### config.mk
export PLATFORM = sky130hd
export DESIGN_NAME = selective_repeat_sender_window
export DESIGN_NICKNAME = d
export VERILOG_FILES = /design/src/design/srsw_pkg.sv /design/src/design/selective_repeat_sender_window.sv /design/src/design/srsw_job_fifo.sv /design/src/design/srsw_front.sv /design/src/design/srsw_back.sv
export SDC_FILE = /design/constraint.sdc
export NUM_CORES = 1
export LEC_CHECK = 0
export ABC_CLOCK_PERIOD_IN_PS = 13000
export BUFFER_PORTS_ARGS = -buffer_cell sky130_fd_sc_hd__buf_2
export CORE_ASPECT_RATIO = 0.9
export CORE_MARGIN = 1
export CORE_UTILIZATION = 48
export CTS_BUF_LIST = sky130_fd_sc_hd__clkbuf_16
export DETAILED_ROUTE_END_ITERATION = 12
export PLACE_DENSITY = 0.62
export SLEW_MARGIN = 20
export SYNTH_ARGS = -nofsm -noshare
export SYNTH_HDL_FRONTEND = slang
export SYNTH_SLANG_ARGS = --single-unit
### constraint.sdc
create_clock -name clk -period 13 [get_ports clk]
set_input_delay 0.65 -clock clk [delete_from_list [all_inputs] [get_ports clk]]
set_output_delay 0.65 -clock clk [all_outputs]
set_load 0.005 [all_outputs]
### src/design/srsw_pkg.sv
// shared types, codes and constants of the selective-repeat sender window
package srsw_pkg;

  localparam int SEQ_W        = 16;
  localparam int SACK_W       = 31;
  localparam int WSIZE_W      = 6;
  localparam int TOTAL_W      = 16;
  localparam int KIND_W       = 2;
  localparam int STAT_W       = 2;
  localparam int CFG_IDX_W    = 1;
  localparam int CFG_DATA_W   = 16;
  localparam int MAX_WINDOW_DEF = 32;
  localparam int JOB_DEPTH    = 2;

  localparam logic [KIND_W-1:0] KIND_START   = 2'd0;
  localparam logic [KIND_W-1:0] KIND_ACK     = 2'd1;
  localparam logic [KIND_W-1:0] KIND_TIMEOUT = 2'd2;

  localparam logic [STAT_W-1:0] STAT_RUN  = 2'd0;
  localparam logic [STAT_W-1:0] STAT_DONE = 2'd1;
  localparam logic [STAT_W-1:0] STAT_FAIL = 2'd2;

  localparam logic [1:0] TIMEOUT_LIMIT = 2'd3;

  localparam logic [CFG_IDX_W-1:0] CFG_WINDOW_SIZE  = 1'd0;
  localparam logic [CFG_IDX_W-1:0] CFG_TOTAL_CHUNKS = 1'd1;

  typedef struct packed {
    logic [KIND_W-1:0] kind;
    logic [SEQ_W-1:0]  ack_seq;
    logic [SACK_W-1:0] sack_bits;
  } in_item_t;

  typedef struct packed {
    logic [SEQ_W-1:0]  send_seq;
    logic              send_valid;
    logic              is_resend;
    logic [STAT_W-1:0] status;
    logic              last;
  } out_item_t;

  // fixed part of a job handed from the front to the back
  typedef struct packed {
    logic [SEQ_W-1:0]  seq;
    logic              resend;
    logic [STAT_W-1:0] status;
  } job_hdr_t;

endpackage

### src/design/selective_repeat_sender_window.sv
// a result reaches the out side through the job queue, the back end's job registers and the output
// register, and is held back further by every acknowledged slot skipped before it on a resend
// events go into a two-deep job queue at one event per cycle while in_full is low; the back end
// loads a job and then walks the window slots in order up to the last one sent
// (at most MAX_WINDOW), or emits one empty result, and takes the next job only when done
// reset: synchronous active-low rst_n clears the window, queue and output register
module selective_repeat_sender_window
  import srsw_pkg::*;
#(
  parameter int MAX_WINDOW = MAX_WINDOW_DEF
) (
  input  logic                  clk,
  input  logic                  rst_n,
  input  logic                  cfg_we,
  input  logic [CFG_IDX_W-1:0]  cfg_idx,
  input  logic [CFG_DATA_W-1:0] cfg_wdata,
  input  logic                  in_push,
  output logic                  in_full,
  input  in_item_t              in_item,
  input  logic                  out_pop,
  output logic                  out_empty,
  output out_item_t             out_item
);

  localparam int JOB_W = $bits(job_hdr_t) + MAX_WINDOW;

  logic                  job_push, job_full, job_pop, job_empty;
  job_hdr_t              push_hdr, pop_hdr;
  logic [MAX_WINDOW-1:0] push_pend, pop_pend;
  logic [JOB_W-1:0]      pop_word;

  assign in_full = job_full;

  srsw_front #(.MAX_WINDOW(MAX_WINDOW)) u_front (
    .clk       (clk),
    .rst_n     (rst_n),
    .cfg_we    (cfg_we),
    .cfg_idx   (cfg_idx),
    .cfg_wdata (cfg_wdata),
    .in_push   (in_push),
    .in_item   (in_item),
    .job_full  (job_full),
    .job_push  (job_push),
    .job_hdr   (push_hdr),
    .job_pend  (push_pend)
  );

  srsw_job_fifo #(.W(JOB_W), .DEPTH(JOB_DEPTH)) u_jobq (
    .clk   (clk),
    .rst_n (rst_n),
    .push  (job_push),
    .wdata ({push_hdr, push_pend}),
    .full  (job_full),
    .pop   (job_pop),
    .rdata (pop_word),
    .empty (job_empty)
  );

  assign pop_hdr  = pop_word[JOB_W-1 -: $bits(job_hdr_t)];
  assign pop_pend = pop_word[MAX_WINDOW-1:0];

  srsw_back #(.MAX_WINDOW(MAX_WINDOW)) u_back (
    .clk       (clk),
    .rst_n     (rst_n),
    .job_empty (job_empty),
    .job_hdr   (pop_hdr),
    .job_pend  (pop_pend),
    .job_pop   (job_pop),
    .out_pop   (out_pop),
    .out_empty (out_empty),
    .out_item  (out_item)
  );

endmodule

### src/design/srsw_job_fifo.sv
// small register queue carrying jobs from the front to the back
module srsw_job_fifo
  import srsw_pkg::*;
#(
  parameter int W     = 8,
  parameter int DEPTH = JOB_DEPTH
) (
  input  logic         clk,
  input  logic         rst_n,
  input  logic         push,
  input  logic [W-1:0] wdata,
  output logic         full,
  input  logic         pop,
  output logic [W-1:0] rdata,
  output logic         empty
);

  localparam int PTR_W = (DEPTH > 1) ? $clog2(DEPTH) : 1;
  localparam int CNT_W = $clog2(DEPTH + 1);

  logic [W-1:0]     mem_r [DEPTH];
  logic [PTR_W-1:0] wptr_r, wptr_nxt;
  logic [PTR_W-1:0] rptr_r, rptr_nxt;
  logic [CNT_W-1:0] cnt_r, cnt_nxt;
  logic             do_push, do_pop;

  assign full    = (cnt_r == CNT_W'(DEPTH));
  assign empty   = (cnt_r == '0);
  assign do_push = push && !full;
  assign do_pop  = pop && !empty;
  assign rdata   = mem_r[rptr_r];

  always_comb begin
    wptr_nxt = wptr_r;
    rptr_nxt = rptr_r;
    cnt_nxt  = cnt_r;
    if (do_push) begin
      wptr_nxt = (wptr_r == PTR_W'(DEPTH - 1)) ? '0 : wptr_r + 1'b1;
    end
    if (do_pop) begin
      rptr_nxt = (rptr_r == PTR_W'(DEPTH - 1)) ? '0 : rptr_r + 1'b1;
    end
    if (do_push && !do_pop) begin
      cnt_nxt = cnt_r + 1'b1;
    end else if (do_pop && !do_push) begin
      cnt_nxt = cnt_r - 1'b1;
    end
  end

  always_ff @(posedge clk) begin
    if (!rst_n) begin
      wptr_r <= '0;
      rptr_r <= '0;
      cnt_r  <= '0;
    end else begin
      wptr_r <= wptr_nxt;
      rptr_r <= rptr_nxt;
      cnt_r  <= cnt_nxt;
    end
  end

  always_ff @(posedge clk) begin
    if (do_push) begin
      mem_r[wptr_r] <= wdata;
    end
  end

endmodule

### src/design/srsw_front.sv
// front end: window state, event classification and job building
module srsw_front
  import srsw_pkg::*;
#(
  parameter int MAX_WINDOW = MAX_WINDOW_DEF
) (
  input  logic                  clk,
  input  logic                  rst_n,
  input  logic                  cfg_we,
  input  logic [CFG_IDX_W-1:0]  cfg_idx,
  input  logic [CFG_DATA_W-1:0] cfg_wdata,
  input  logic                  in_push,
  input  in_item_t              in_item,
  input  logic                  job_full,
  output logic                  job_push,
  output job_hdr_t              job_hdr,
  output logic [MAX_WINDOW-1:0] job_pend
);

  localparam int WIN_W = $clog2(MAX_WINDOW + 1);
  localparam int SX_W  = (MAX_WINDOW > SACK_W + 1) ? MAX_WINDOW : SACK_W + 1;
  localparam int CW    = SEQ_W + 1;

  logic [WSIZE_W-1:0]    win_r;
  logic [TOTAL_W-1:0]    tot_r;
  logic [SEQ_W-1:0]      base_r, base_nxt;
  logic [SEQ_W-1:0]      next_r, next_nxt;
  logic [1:0]            trun_r, trun_nxt;
  logic [MAX_WINDOW-1:0] map_r, map_nxt;
  logic [STAT_W-1:0]     fin_r, fin_nxt;

  logic [WIN_W-1:0]      win_eff;
  logic [TOTAL_W-1:0]    tot_eff;
  logic [SEQ_W-1:0]      ack_d;
  logic [SEQ_W-1:0]      avail;
  logic [SEQ_W-1:0]      span;
  logic [SX_W-1:0]       sack_sh;
  logic                  do_send;
  logic [SEQ_W-1:0]      send_base;
  logic [CW-1:0]         limit, bound, cnt;

  assign job_push = in_push && !job_full;

  always_comb begin
    if (win_r == '0) begin
      win_eff = WIN_W'(1);
    end else if ((WIN_W + 1)'(win_r) > (WIN_W + 1)'(MAX_WINDOW)) begin
      win_eff = WIN_W'(MAX_WINDOW);
    end else begin
      win_eff = WIN_W'(win_r);
    end
    tot_eff = (tot_r == '0) ? TOTAL_W'(1) : tot_r;
  end

  always_comb begin
    base_nxt  = base_r;
    next_nxt  = next_r;
    trun_nxt  = trun_r;
    map_nxt   = map_r;
    fin_nxt   = fin_r;
    do_send   = 1'b0;
    send_base = base_r;
    job_pend  = '0;
    job_hdr   = '0;
    ack_d     = in_item.ack_seq - base_r;
    avail     = (tot_eff > in_item.ack_seq) ? tot_eff - in_item.ack_seq : '0;
    span      = next_r - base_r;
    sack_sh   = SX_W'({in_item.sack_bits, 1'b0});
    limit     = '0;
    bound     = '0;
    cnt       = '0;

    if (fin_r == STAT_RUN) begin
      case (in_item.kind)
        KIND_START: begin
          do_send = 1'b1;
        end
        KIND_ACK: begin
          // acks below the base or beyond what was sent are dropped
          if (in_item.ack_seq >= base_r && in_item.ack_seq <= next_r) begin
            map_nxt = map_r >> ack_d;
            for (int j = 1; j < MAX_WINDOW; j++) begin
              if (sack_sh[j] && (WIN_W + 1)'(j) < (WIN_W + 1)'(win_eff) &&
                  CW'(j) < CW'(avail)) begin
                map_nxt[j] = 1'b1;
              end
            end
            base_nxt = in_item.ack_seq;
            trun_nxt = 2'd0;
            if (in_item.ack_seq >= tot_eff) begin
              fin_nxt = STAT_DONE;
            end else begin
              do_send   = 1'b1;
              send_base = in_item.ack_seq;
            end
          end
        end
        KIND_TIMEOUT: begin
          trun_nxt = trun_r + 2'd1;
          if (trun_nxt == TIMEOUT_LIMIT) begin
            fin_nxt = STAT_FAIL;
          end else begin
            job_hdr.seq    = base_r;
            job_hdr.resend = 1'b1;
            for (int j = 0; j < MAX_WINDOW; j++) begin
              job_pend[j] = !map_r[j] && (CW'(j) < CW'(span));
            end
          end
        end
        default: begin
        end
      endcase
    end

    // new sends fill the window up to the transfer end
    if (do_send) begin
      limit = CW'(send_base) + CW'(win_eff);
      bound = (limit < CW'(tot_eff)) ? limit : CW'(tot_eff);
      cnt   = (bound > CW'(next_r)) ? bound - CW'(next_r) : '0;
      job_hdr.seq = next_r;
      for (int j = 0; j < MAX_WINDOW; j++) begin
        job_pend[j] = CW'(j) < cnt;
      end
      next_nxt = next_r + cnt[SEQ_W-1:0];
    end

    job_hdr.status = fin_nxt;
  end

  always_ff @(posedge clk) begin
    if (!rst_n) begin
      win_r  <= WSIZE_W'(1);
      tot_r  <= TOTAL_W'(1);
      base_r <= '0;
      next_r <= '0;
      trun_r <= '0;
      map_r  <= '0;
      fin_r  <= STAT_RUN;
    end else begin
      if (cfg_we) begin
        case (cfg_idx)
          CFG_WINDOW_SIZE:  win_r <= cfg_wdata[WSIZE_W-1:0];
          CFG_TOTAL_CHUNKS: tot_r <= cfg_wdata[TOTAL_W-1:0];
          default: begin
          end
        endcase
      end
      if (job_push) begin
        base_r <= base_nxt;
        next_r <= next_nxt;
        trun_r <= trun_nxt;
        map_r  <= map_nxt;
        fin_r  <= fin_nxt;
      end
    end
  end

  // a finished transfer never leaves its final status
  a_fin_sticky: assert property (@(posedge clk) disable iff (!rst_n)
    fin_r != STAT_RUN |=> fin_r == $past(fin_r))
    else $error("finish status changed after completion or failure");

  // in-flight span never exceeds the largest window
  a_span: assert property (@(posedge clk) disable iff (!rst_n)
    (next_r >= base_r) && ((next_r - base_r) <= SEQ_W'(MAX_WINDOW)))
    else $error("in-flight span out of range");

  a_trun: assert property (@(posedge clk) disable iff (!rst_n)
    fin_r == STAT_RUN |-> trun_r != TIMEOUT_LIMIT)
    else $error("timeout run reached the limit while still running");

endmodule

### src/design/srsw_back.sv
// back end: walks a job's slot bitmap and emits one result per pending chunk, or one empty result
module srsw_back
  import srsw_pkg::*;
#(
  parameter int MAX_WINDOW = MAX_WINDOW_DEF
) (
  input  logic                  clk,
  input  logic                  rst_n,
  input  logic                  job_empty,
  input  job_hdr_t              job_hdr,
  input  logic [MAX_WINDOW-1:0] job_pend,
  output logic                  job_pop,
  input  logic                  out_pop,
  output logic                  out_empty,
  output out_item_t             out_item
);

  logic                  act_r, act_nxt;
  logic                  blank_r, blank_nxt;
  logic [SEQ_W-1:0]      seq_r, seq_nxt;
  logic [MAX_WINDOW-1:0] pend_r, pend_nxt;
  logic                  resend_r, resend_nxt;
  logic [STAT_W-1:0]     stat_r, stat_nxt;
  logic                  oval_r, oval_nxt;
  out_item_t             oitem_r, oitem_nxt;
  logic                  slot_free;
  logic                  emit;
  out_item_t             item;
  logic                  tail_clear;

  assign slot_free  = !oval_r || out_pop;
  assign job_pop    = !act_r && !job_empty;
  assign out_empty  = !oval_r;
  assign out_item   = oitem_r;
  assign tail_clear = (pend_r >> 1) == '0;

  always_comb begin
    act_nxt    = act_r;
    blank_nxt  = blank_r;
    seq_nxt    = seq_r;
    pend_nxt   = pend_r;
    resend_nxt = resend_r;
    stat_nxt   = stat_r;
    emit       = 1'b0;
    item       = '0;
    item.status = stat_r;

    if (!act_r) begin
      if (!job_empty) begin
        act_nxt    = 1'b1;
        blank_nxt  = (job_pend == '0);
        seq_nxt    = job_hdr.seq;
        pend_nxt   = job_pend;
        resend_nxt = job_hdr.resend;
        stat_nxt   = job_hdr.status;
      end
    end else if (blank_r) begin
      // nothing to send: one empty result closes the transaction
      if (slot_free) begin
        emit      = 1'b1;
        item.last = 1'b1;
        act_nxt   = 1'b0;
      end
    end else if (pend_r[0]) begin
      if (slot_free) begin
        emit            = 1'b1;
        item.send_seq   = seq_r;
        item.send_valid = 1'b1;
        item.is_resend  = resend_r;
        item.last       = tail_clear;
        pend_nxt        = pend_r >> 1;
        seq_nxt         = seq_r + 1'b1;
        act_nxt         = !tail_clear;
      end
    end else begin
      // acknowledged slot, skip
      pend_nxt = pend_r >> 1;
      seq_nxt  = seq_r + 1'b1;
    end

    oval_nxt  = emit ? 1'b1 : (out_pop ? 1'b0 : oval_r);
    oitem_nxt = emit ? item : oitem_r;
  end

  always_ff @(posedge clk) begin
    if (!rst_n) begin
      act_r  <= 1'b0;
      oval_r <= 1'b0;
    end else begin
      act_r  <= act_nxt;
      oval_r <= oval_nxt;
    end
  end

  always_ff @(posedge clk) begin
    blank_r  <= blank_nxt;
    seq_r    <= seq_nxt;
    pend_r   <= pend_nxt;
    resend_r <= resend_nxt;
    stat_r   <= stat_nxt;
    oitem_r  <= oitem_nxt;
  end

  // a result that is not the last leaves its job running
  a_more: assert property (@(posedge clk) disable iff (!rst_n)
    emit && !item.last |=> act_r)
    else $error("job ended before its last result");

  a_blank: assert property (@(posedge clk) disable iff (!rst_n)
    oval_r && !oitem_r.send_valid |-> oitem_r.send_seq == '0 && oitem_r.last)
    else $error("empty result carries a sequence number or is not last");

  // a waiting result stays put until it is taken
  a_hold: assert property (@(posedge clk) disable iff (!rst_n)
    oval_r && !out_pop |=> oval_r && $stable(oitem_r))
    else $error("waiting result changed before it was taken");

endmodule
==> run summary <==
RSZ-0062 raised after global routing: no
Internal: 2.35 mW
Die H: 194 um
CTS H-tree lvls: 1
Fin. Hold Viols: 0
Reg clk slew, reported paths: 0.06 ns
Antenna Violating Nets Remaining: 0
Area Growth Syn to Fin: 10.2%
Post-synth EDFFs: 175
first-pass GRT wire length: 93.5 mm
syn nets: 2,424
post-synthesis mux area share: 0.0814
CP max stage delay: 0.62 ns
Via density: 6.17
# hold bufs at CTS: 0
period utilization: 0.915
Synth async-reset ratio: 0
# fillers: 3,738
sequential power share: 0.363
Die Width: 215 um
Worst path slowest cell: a21o_1
post-route cell area: 21,600 um^2
r2r setup slk: 1.10 ns
max-cap check violation count: 0
Post-Synth Adder-Cell Area: 0.0811
initial antenna violation count: 0
Util after Layout: 0.541
skew final: 0.0474 ns
worst slew pin tran: 1.05 ns
Syn Area/Cell: 8.79 um^2
Sw Share: 0.380
sw power: 1.44 mW
vias in the first global route: 16.6k
crit path DAT: 12.37 ns
total CTS buffers: 31
All-Layer GR Usage: 0.281
largest family of logic cells by synthesized area: compound AO/OA/AOI/OAI gates
area of the multi-input gates: 11,600 um^2
Compound-Gate Fraction of Synth Area: 0.203
flop and latch count out of synthesis: 272
dpl cells: 2,765
clock buffer depth: 3
synth unique cells: 90
DR pass1 iterations: 5
register area: 7200 um^2
Initial Utilization: 0.491
endpoint class of the critical path: flip-flop
WS Path Type: flip-flop to flip-flop
HP Class: primary input to flip-flop
Comb pwr share: 0.392
RD Place Congestion: 0.965
setup violators final: 0
P_leak: 8.28 nW
Simple-Gate Fraction of Synth Area: 0.183
post-synthesis sequential area ratio: 0.367
Worst IR Drop VDD: 0.125 mV
Power Density: 176 nW/um^2
clk sinks: 272
Synth Area in XOR/XNOR: 0.0393
Ports: 94
Post-Route WL: 59.2 mm
Clock power frac: 0.245
Root Buffer: clkbuf_16
CP Max Fanout: 25
required time worst endpoint: 13.47 ns
total congestion overflow: 0
Post-synth top flop: edfxtp_1
relative slew slack: 0.293
CP most frequent cell: a21oi_1
DRC viols: 0
vias post-DR: 17.4k
cells after synthesis: 2,229
starting DRC count in detailed routing: 1,401
Design Power: 3.79 mW
Finished Layout Cells: 2,820
status: finished, final reports clean
IO Port Bufs: 93
clock latency on the worst-skew pair: 0.62 ns
share of cells above drive strength 1: 0.104
CTS tree: yes
crit start category: flip-flop
fin crit period: 11.90 ns
fin nets: 2,461
ant diodes: 0
Site Rows: 69
Final Slew Violations: 0
dpl hpwl: 45.3 mm
Synth Cell Area: 19,600 um^2
Die ar.: 41,600 um^2
DR WL/cell: 21.0 um
Setup TNS Final: 0 ns
Placement Cell Area: 20,500 um^2
fmax: 0.0841 GHz
core area: 39,900 um^2
synth warn: 0
largest net degree at the start of global routing: 71
[Yosys cell counts, types with 5 or more instances]
cell type / number / area, um^2
a211o_1: 15 / 131
a211oi_1: 24 / 180
a21boi_0: 9 / 67.6
a21o_1: 25 / 188
a21oi_1: 161 / 806
a31oi_1: 16 / 100
a32oi_1: 5 / 43.8
and2_1: 26 / 163
and3_1: 25 / 156
buf_1: 14 / 52.6
buf_2: 7 / 35.0
clkbuf_1: 92 / 345
dfxtp_1: 97 / 1940
edfxtp_1: 175 / 5260
fa_1: 5 / 100
ha_1: 119 / 1490
inv_1: 109 / 409
mux2_2: 15 / 169
mux2i_1: 111 / 1110
mux4_2: 14 / 315
nand2_1: 276 / 1040
nand2b_1: 22 / 138
nand3_1: 59 / 295
nand3b_1: 8 / 60.1
nand4_1: 21 / 131
nor2_1: 152 / 571
nor2b_1: 37 / 231
nor3_1: 43 / 215
nor3b_1: 7 / 52.6
nor4_1: 38 / 238
o2111ai_1: 9 / 78.8
o211a_1: 7 / 70.1
o211ai_1: 14 / 105
o21a_1: 29 / 218
o21ai_0: 203 / 1020
o21bai_1: 9 / 67.6
o221a_2: 12 / 135
o221ai_1: 6 / 52.6
o22ai_1: 5 / 31.3
o311ai_0: 12 / 105
o31ai_1: 12 / 90.1
or2_2: 8 / 50.1
or3_1: 6 / 37.5
xnor2_1: 58 / 508
xor2_1: 30 / 263
[power groups by stage]
stage	clock [mW]	sequential, mW	combinational [mW]
after global placement	0	1.39	1.44
after detailed placement	0	1.40	1.46
after CTS	0.938	1.38	1.47
after global routing	0.975	1.40	1.64
final	0.929	1.38	1.48
after floorplan	0	1.36	1.07
[layout by cell type (no fill, tap or decap), types with 21 or more instances in the layout]
cell type  netlist  routed
nand2b_1        22      22
nor4_1          38      37
edfxtp_1       175     175
buf_4            1      27
a211oi_1        24      24
xnor2_1         58      57
clkbuf_16        0      31
inv_1          109     116
a21o_1          25      25
ha_1           119     119
nand4_1         21      21
nor3_1          43      42
xor2_1          30      30
mux2i_1        111     111
o21a_1          29      29
a21oi_1        161     161
nand2_1        276     275
buf_2            7      93
dfxtp_1         97      95
and3_1          25      23
nor2b_1         37      37
nand3_1         59      59
o21ai_0        203     203
nor2_1         152     149
and2_1          26      26
[metrics by stage]
step | setup slack (ns) | hold WS, ns
after floorplan | 1.39 | 0.400
after global placement | 1.25 | 0.431
after detailed placement | 1.03 | 0.414
after CTS | 0.990 | 0.266
after global routing | 0.266 | 0.271
final | 1.10 | 0.277
[path summary, 6_finish.rpt]
path | start | to | cells after the start
hold reg to reg | u_back.stat_r[1] | u_back.out_item[2] | 0
hold / removal | cfg_wdata[7] | u_front.tot_r[7] | 3
setup reg to reg | u_front.tot_r[8] | u_front.next_r[14] | 52
setup / recovery | u_front.tot_r[8] | u_front.next_r[14] | 52
[kinds of logic (layout without fill, tap and decap cells)]
family / Yosys count / after routing
simple gates: 753 / 753
fa+ha+maj: 124 / 124
mux: 140 / 140
xor+xnor: 88 / 88
buf+inv: 226 / 285
flops: 272 / 272
compound gates: 626 / 626
[per-layer routing]
layer,wire length [um],GRT usage,vias to the layer above
li1,-,-,8298
met1,27800,0.409,8289
met2,25600,0.440,702
met3,4290,0.0387,101
met4,1410,0.0683,0
met5,0,0,-
[worst max-delay path, delay by kind of cell (launching register included)]
family / cells / cell delay, ns
AOI/OAI and AO/OA: 28 / 5.65
adders and majority gates: 7 / 2.16
and+or+nand+nor: 9 / 1.62
muxes: 3 / 0.96
buffers and inverters: 4 / 0.86
DFF: 1 / 0.34
xor gates and xnor gates: 1 / 0.13
[state kept, by name (all words and copies together) (netlist names), 2 cells and up, named ones only]
name and flops:
u_jobq.mem_r 102, u_back.pend_r 32, u_front.map_r 32, u_back.out_item 21
u_back.seq_r 16, u_front.base_r 16, u_front.tot_r 16, u_front.next_r 15
u_front.win_r 6, u_back.stat_r 2, u_front.fin_r 2, u_front.trun_r 2
u_jobq.cnt_r 2
[layout make-up]
| class | count | area share |
|---|---|---|
| Clock buffer | 31 | 0.0359 |
| Clock inverter | 24 | 0.0130 |
| Inverter | 110 | 0.0191 |
| Multi-Input combinational cell | 1731 | 0.537 |
| Sequential cell | 272 | 0.333 |
| Tap cell | 532 | 0.0308 |
| Timing Repair Buffer | 120 | 0.0309 |
[repair_timing]
| item | 4_1_cts | 5_1_grt |
|---|---|---|
| setup buffers | 0 | 0 |
| resized for setup | 0 | 1 |
| setup endpoints to repair | 0 | 1 |
(Power assumes the default switching activity.)
